$ cat src/hdl/txrb_pkg.sv
// Shared types and constants of the transmit ring buffer chunk dispatcher.
// No dependencies.
`default_nettype none

package txrb_pkg;

    localparam int DEPTH_DEF = 4096;

    localparam int KIND_W   = 2;
    localparam int BYTE_W   = 8;
    localparam int LEN_W    = 16;
    localparam int RIDX_W   = 12;
    localparam int CHUNK_W  = 12;
    localparam int S_DATA_W = 40;
    localparam int S_USER_W = 3;
    localparam int M_DATA_W = 32;

    // input transaction kinds
    localparam logic [KIND_W-1:0] KIND_BYTE = 2'd0;
    localparam logic [KIND_W-1:0] KIND_DONE = 2'd1;
    localparam logic [KIND_W-1:0] KIND_READ = 2'd2;

    typedef enum logic [1:0] {
        ST_CHUNK = 2'd0,
        ST_IDLE  = 2'd1,
        ST_DROP  = 2'd2,
        ST_READ  = 2'd3
    } status_t;

    // result from the pointer control to the output stage
    typedef struct packed {
        logic                vld;
        status_t             status;
        logic [CHUNK_W-1:0]  start;
        logic [CHUNK_W-1:0]  len;
    } txrb_res_t;

endpackage

`default_nettype wire

$ cat src/hdl/txrb_ctrl.sv
// Pointer control: head, committed tail, write pointer, admission and chunk dispatch.
// Depends on txrb_pkg.
`default_nettype none

module txrb_ctrl
    import txrb_pkg::*;
#(
    parameter int DEPTH = DEPTH_DEF
)
(
    input  wire logic                        clk,
    input  wire logic                        rst_n,
    input  wire logic                        acc,
    input  wire logic [KIND_W-1:0]           kind,
    input  wire logic                        first,
    input  wire logic                        last,
    input  wire logic [LEN_W-1:0]            msg_len,
    output logic                             wr_en,
    output logic [$clog2(DEPTH)-1:0]         wr_addr,
    output txrb_res_t                        res
);

    localparam int PW = $clog2(DEPTH);
    localparam int W1 = PW + 1;
    localparam logic [W1-1:0] DEPTH_W1 = W1'(DEPTH);
    localparam logic [PW-1:0] MAX_FREE = PW'(DEPTH - 1);

    logic [PW-1:0] head_reg, head_next;
    logic [PW-1:0] tail_reg, tail_next;
    logic [PW-1:0] wi_reg, wi_next;
    logic [PW-1:0] infl_reg, infl_next;
    logic          busy_reg, busy_next;
    logic          drop_reg, drop_next;

    logic [PW-1:0] free_sp;
    logic          len_big;
    logic [PW-1:0] wi_eff, wi_inc, wi_new;
    logic          do_disp;
    logic [PW-1:0] d_head, d_tail;
    logic [PW-1:0] pending, chunk;
    logic [W1-1:0] room;
    logic [31:0]   start_w, len_w;

    // (a + b) mod DEPTH for a, b below DEPTH
    function automatic logic [PW-1:0] ring_add(logic [PW-1:0] a, logic [PW-1:0] b);
        logic [W1-1:0] s;
        s = {1'b0, a} + {1'b0, b};
        if (s >= DEPTH_W1)
            s = s - DEPTH_W1;
        return s[PW-1:0];
    endfunction

    // (t - h) mod DEPTH
    function automatic logic [PW-1:0] ring_dist(logic [PW-1:0] t, logic [PW-1:0] h);
        logic [W1-1:0] d;
        d = {1'b0, t} - {1'b0, h};
        if (t < h)
            d = d + DEPTH_W1;
        return d[PW-1:0];
    endfunction

    assign free_sp = MAX_FREE - ring_dist(tail_reg, head_reg);
    assign len_big = 32'(msg_len) > 32'(free_sp);
    assign wi_eff  = first ? tail_reg : wi_reg;
    assign wi_inc  = ring_add(wi_eff, PW'(1));

    always_comb
    begin
        head_next = head_reg;
        tail_next = tail_reg;
        wi_next   = wi_reg;
        infl_next = infl_reg;
        busy_next = busy_reg;
        drop_next = drop_reg;
        wr_en     = 1'b0;
        wr_addr   = wi_eff;
        wi_new    = wi_eff;
        do_disp   = 1'b0;
        d_head    = head_reg;
        d_tail    = tail_reg;
        res       = '0;

        if (acc)
        begin
            case (kind)
                KIND_BYTE:
                begin
                    if (first && len_big)
                    begin
                        wi_next    = tail_reg;
                        drop_next  = !last;
                        res.vld    = 1'b1;
                        res.status = ST_DROP;
                    end
                    else if (!first && drop_reg)
                    begin
                        if (last)
                            drop_next = 1'b0;
                    end
                    else
                    begin
                        drop_next = 1'b0;
                        // the slot before head stays free
                        if (wi_inc != head_reg)
                        begin
                            wr_en  = 1'b1;
                            wi_new = wi_inc;
                        end
                        wi_next = wi_new;
                        if (last)
                        begin
                            tail_next = wi_new;
                            d_tail    = wi_new;
                            do_disp   = !busy_reg;
                        end
                    end
                end
                KIND_DONE:
                begin
                    if (busy_reg)
                    begin
                        head_next = ring_add(head_reg, infl_reg);
                        d_head    = head_next;
                        do_disp   = 1'b1;
                    end
                end
                default:
                begin
                end
            endcase
        end

        pending = ring_dist(d_tail, d_head);
        room    = DEPTH_W1 - {1'b0, d_head};
        chunk   = ({1'b0, pending} < room) ? pending : room[PW-1:0];
        start_w = 32'(d_head);
        len_w   = 32'(chunk);

        if (do_disp)
        begin
            res.vld = 1'b1;
            if (pending == '0)
            begin
                busy_next  = 1'b0;
                infl_next  = '0;
                res.status = ST_IDLE;
            end
            else
            begin
                busy_next  = 1'b1;
                infl_next  = chunk;
                res.status = ST_CHUNK;
                res.start  = start_w[CHUNK_W-1:0];
                res.len    = len_w[CHUNK_W-1:0];
            end
        end
    end

    always_ff @(posedge clk or negedge rst_n)
    begin
        if (!rst_n)
        begin
            head_reg <= '0;
            tail_reg <= '0;
            wi_reg   <= '0;
            infl_reg <= '0;
            busy_reg <= 1'b0;
            drop_reg <= 1'b0;
        end
        else
        begin
            head_reg <= head_next;
            tail_reg <= tail_next;
            wi_reg   <= wi_next;
            infl_reg <= infl_next;
            busy_reg <= busy_next;
            drop_reg <= drop_next;
        end
    end

endmodule

`default_nettype wire
$ cat config.mk
export PLATFORM = sky130hd
export DESIGN_NAME = txrb_ctrl
export DESIGN_NICKNAME = d
export VERILOG_FILES = /design/src/hdl/txrb_pkg.sv /design/src/hdl/txrb_ctrl.sv
export SDC_FILE = /design/constraint.sdc
export NUM_CORES = 1
export LEC_CHECK = 0
export BUFFER_PORTS_ARGS = -buffer_cell sky130_fd_sc_hd__buf_4
export CAP_MARGIN = 20
export CORE_MARGIN = 2
export CORE_UTILIZATION = 60
export DETAILED_ROUTE_END_ITERATION = 8
export PLACE_DENSITY = 0.82
export SLEW_MARGIN = 25
export SYNTH_ARGS = -nofsm -noshare
export SYNTH_HDL_FRONTEND = slang
export SYNTH_SLANG_ARGS = --single-unit
$ cat constraint.sdc
create_clock -name clk -period 12 [get_ports clk]
set_input_delay 1.2 -clock clk [delete_from_list [all_inputs] [get_ports clk]]
set_output_delay 1.2 -clock clk [all_outputs]
set_load 0.02 [all_outputs]
==> metrics.txt <==
nature of the critical path endpoint primary output; setup TNS 0 ns; final wirelength 13.6 mm; Die ar. 0.00978 sq mm; status complete, no violations; Max Cap Violations 0; hold_buf cts 0; Post-synth EDFFs 0; io pins 63; initial antenna violation count 0; Ys Warns 0; core area 0.00872 sq mm; pwr dens 317 mW/mm^2; Area Overhead vs Synth 12.0%; Initial Utilization 0.620; Global Route Usage Sum 0.287; CP max FO 37; FF+latch count, synth 50; P_leak 0.00291 uW; Final setup viols 0; clock slew at reported path FFs 0.10 ns; Final period util 0.863; critical path's top delay family compound AO/OA/AOI/OAI gates; GR Util met3 0.0284; Max stage delay cell, worst path nor2_1; die height 98.9 microns; worst path arrival time 9.16 ns; Mapped Cells 667; CP max stage delay 0.66 ns; measured slew at the worst slew-check pin 0.807 ns; clock skew 0.0130 ns; Flop pwr share 0.158; GR Util met2 0.483; Psw 983 uW; sequential-to-total area share from yosys stat 0.231; fin util 0.694; achievable clock frequency 96.5 MHz; H-tree levels 2; total CTS buffers 5; Die X 98.9 microns; Resize count post-CTS 0; power share of the combinational group 0.776; Non-Filler Instances 831; worst setup path category in -> out; drt first pass iters 5; Final min period 10.36 ns; worst-case clock buffer depth 2; Area after DPL 0.00594 sq mm; Syn Nets 752; asr flop ratio synth 1.00; DR vias/cell 5.94; final instance area 0.00605 sq mm; number of distinct library cells after synthesis 65; Syn Std Cell Area 0.00541 sq mm; clk sinks 50; GP Congestion 0.922; Slew HR 0.460; total setup buffers inserted after CTS 0; via count 4934; sw frac 0.512; Hold Violations, Final 0; met1 usage 0.381; Main synth FF type dfrtp_1; largest net degree at the start of global routing 51; Buffers on Ports 62; root buffer cell clkbuf_8; IR drop worst, VDD 0.341 mV; max-slew violations 0; drt initial violations 230; Worst setup SP type input pin; clk_lat worst skew 0.31 ns; row cnt 34; GR Overflow Total 0; DP Cell Count 823; drc violations 0; Synth Area per Inst 8.10 sq um; clock share of power 0.065; CP bufs+invs 5; Wirelength per Cell 16.4 microns; antenna-violating nets left 0; first-pass GRT wire length 23.1 mm; Layout Nets 807; Req. time, crit path 10.80 ns; P_int 938 uW; GR peak layer met2; # diodes 0; RSZ-0062 raised after global routing false; DP HPWL 10.9 mm; FILL cells 725; Hold Path Class reg -> reg; CTS tree built; layout cell share with drive strength beyond 1 0.141; vias in the first global route 5017
final timing paths:
check,startpoint,endpoint,slack [ns],depth (start not counted)
worst max-delay path,first,res[2],1.64,32
worst min-delay path,wi_reg[11],wi_reg[11],0.50,2
worst max register to register,head_reg[1],infl_reg[2],3.28,37
worst min register to register,wi_reg[11],wi_reg[11],0.50,2
max in group asynchronous,rst_n,tail_reg[2],10.65,1
min in group asynchronous,rst_n,head_reg[0],0.89,1
per-layer routing:
layer  part of all wire  vias up
met2               0.48      160
met5                  0        -
met4              0.030        0
li1                   -     2451
met3              0.046       32
met1               0.45     2291
synthesized netlist by cell type (7+ instances only):
library cell	number	share of area
a21o_1	9	0.012
nor2b_1	8	0.0093
xor2_1	10	0.016
o21ai_2	7	0.011
nand2_1	63	0.044
mux2i_1	25	0.046
a21boi_0	7	0.0097
dfrtp_1	50	0.23
nand3_1	12	0.011
xnor2_1	55	0.089
nor3_1	12	0.011
nand2b_1	11	0.013
ha_1	59	0.14
o21a_1	11	0.015
a21oi_1	33	0.031
a211oi_1	8	0.011
nor2_1	65	0.045
clkbuf_1	11	0.0076
inv_1	56	0.039
o21ai_0	54	0.050
power by group through the flow:
| stage | clock network [uW] | logic (uW) | registers, uW |
|---|---|---|---|
| after floorplan | 0 | 1150 | 278 |
| after global placement | 0 | 1400 | 301 |
| after detailed placement | 0 | 1470 | 305 |
| after CTS | 127 | 1480 | 301 |
| after global routing | 134 | 1690 | 312 |
| final | 125 | 1490 | 304 |
cell type report:
class / count / area [sq um] / area share
Clock buffer: 5 / 68.8 / 0.0114
Multi-Input combinational cell: 542 / 3840 / 0.634
Clock inverter: 3 / 43.8 / 0.00724
Inverter: 56 / 210 / 0.0347
Timing Repair Buffer: 67 / 503 / 0.0831
Sequential cell: 50 / 1250 / 0.207
Tap cell: 108 / 135 / 0.0223
stage by stage:
step,hold WS (ns),power (uW),worst slack (ns)
floorplan,0.449,1430,2.11
global route,0.522,2140,0.723
finish,0.499,1920,1.64
global placement,0.468,1700,2.12
detailed placement,0.478,1780,1.75
CTS,0.502,1910,1.74
kinds of logic after synthesis:
logic type,count (synthesis),share of synthesized area
and+or+nand+nor,218,0.197
AOI/OAI and AO/OA,166,0.198
buffers and inverters,75,0.0590
adders and majority gates,62,0.148
xor gates and xnor gates,66,0.110
muxes,30,0.0567
DFF,50,0.231
worst min-delay path, delay by kind of cell (launching register included):
kind	cells	cell delay (ns)
DFF	1	0.36
AOI/OAI and AO/OA	1	0.07
and+or+nand+nor	1	0.04
placed cells by master, fill, tap and decap left out, drive strengths merged, types with 3 or more instances in the layout:
| master | Yosys | layout |
|---|---|---|
| nor3 | 12 | 12 |
| nor2 | 65 | 65 |
| nand3 | 13 | 13 |
| nand2b | 11 | 11 |
| o21a | 11 | 11 |
| or4 | 5 | 5 |
| a211oi | 9 | 9 |
| nand4 | 6 | 6 |
| dfrtp | 50 | 50 |
| nand2 | 63 | 63 |
| ha | 59 | 59 |
| nand4b | 4 | 4 |
| or2 | 5 | 5 |
| or3 | 4 | 4 |
| and2 | 4 | 4 |
| mux2 | 5 | 5 |
| a21oi | 33 | 33 |
| clkbuf | 12 | 5 |
| o2bb2ai | 3 | 3 |
| nor2b | 8 | 8 |
| buf | 7 | 67 |
| a31oi | 6 | 6 |
| inv | 56 | 57 |
| mux2i | 25 | 25 |
| o21ai | 62 | 62 |
| nor4 | 3 | 3 |
| a21o | 10 | 10 |
| fa | 3 | 3 |
| xnor2 | 55 | 55 |
| a21boi | 7 | 7 |
| o211ai | 6 | 6 |
| xor2 | 10 | 10 |
Power figures use the tool's default switching activity.
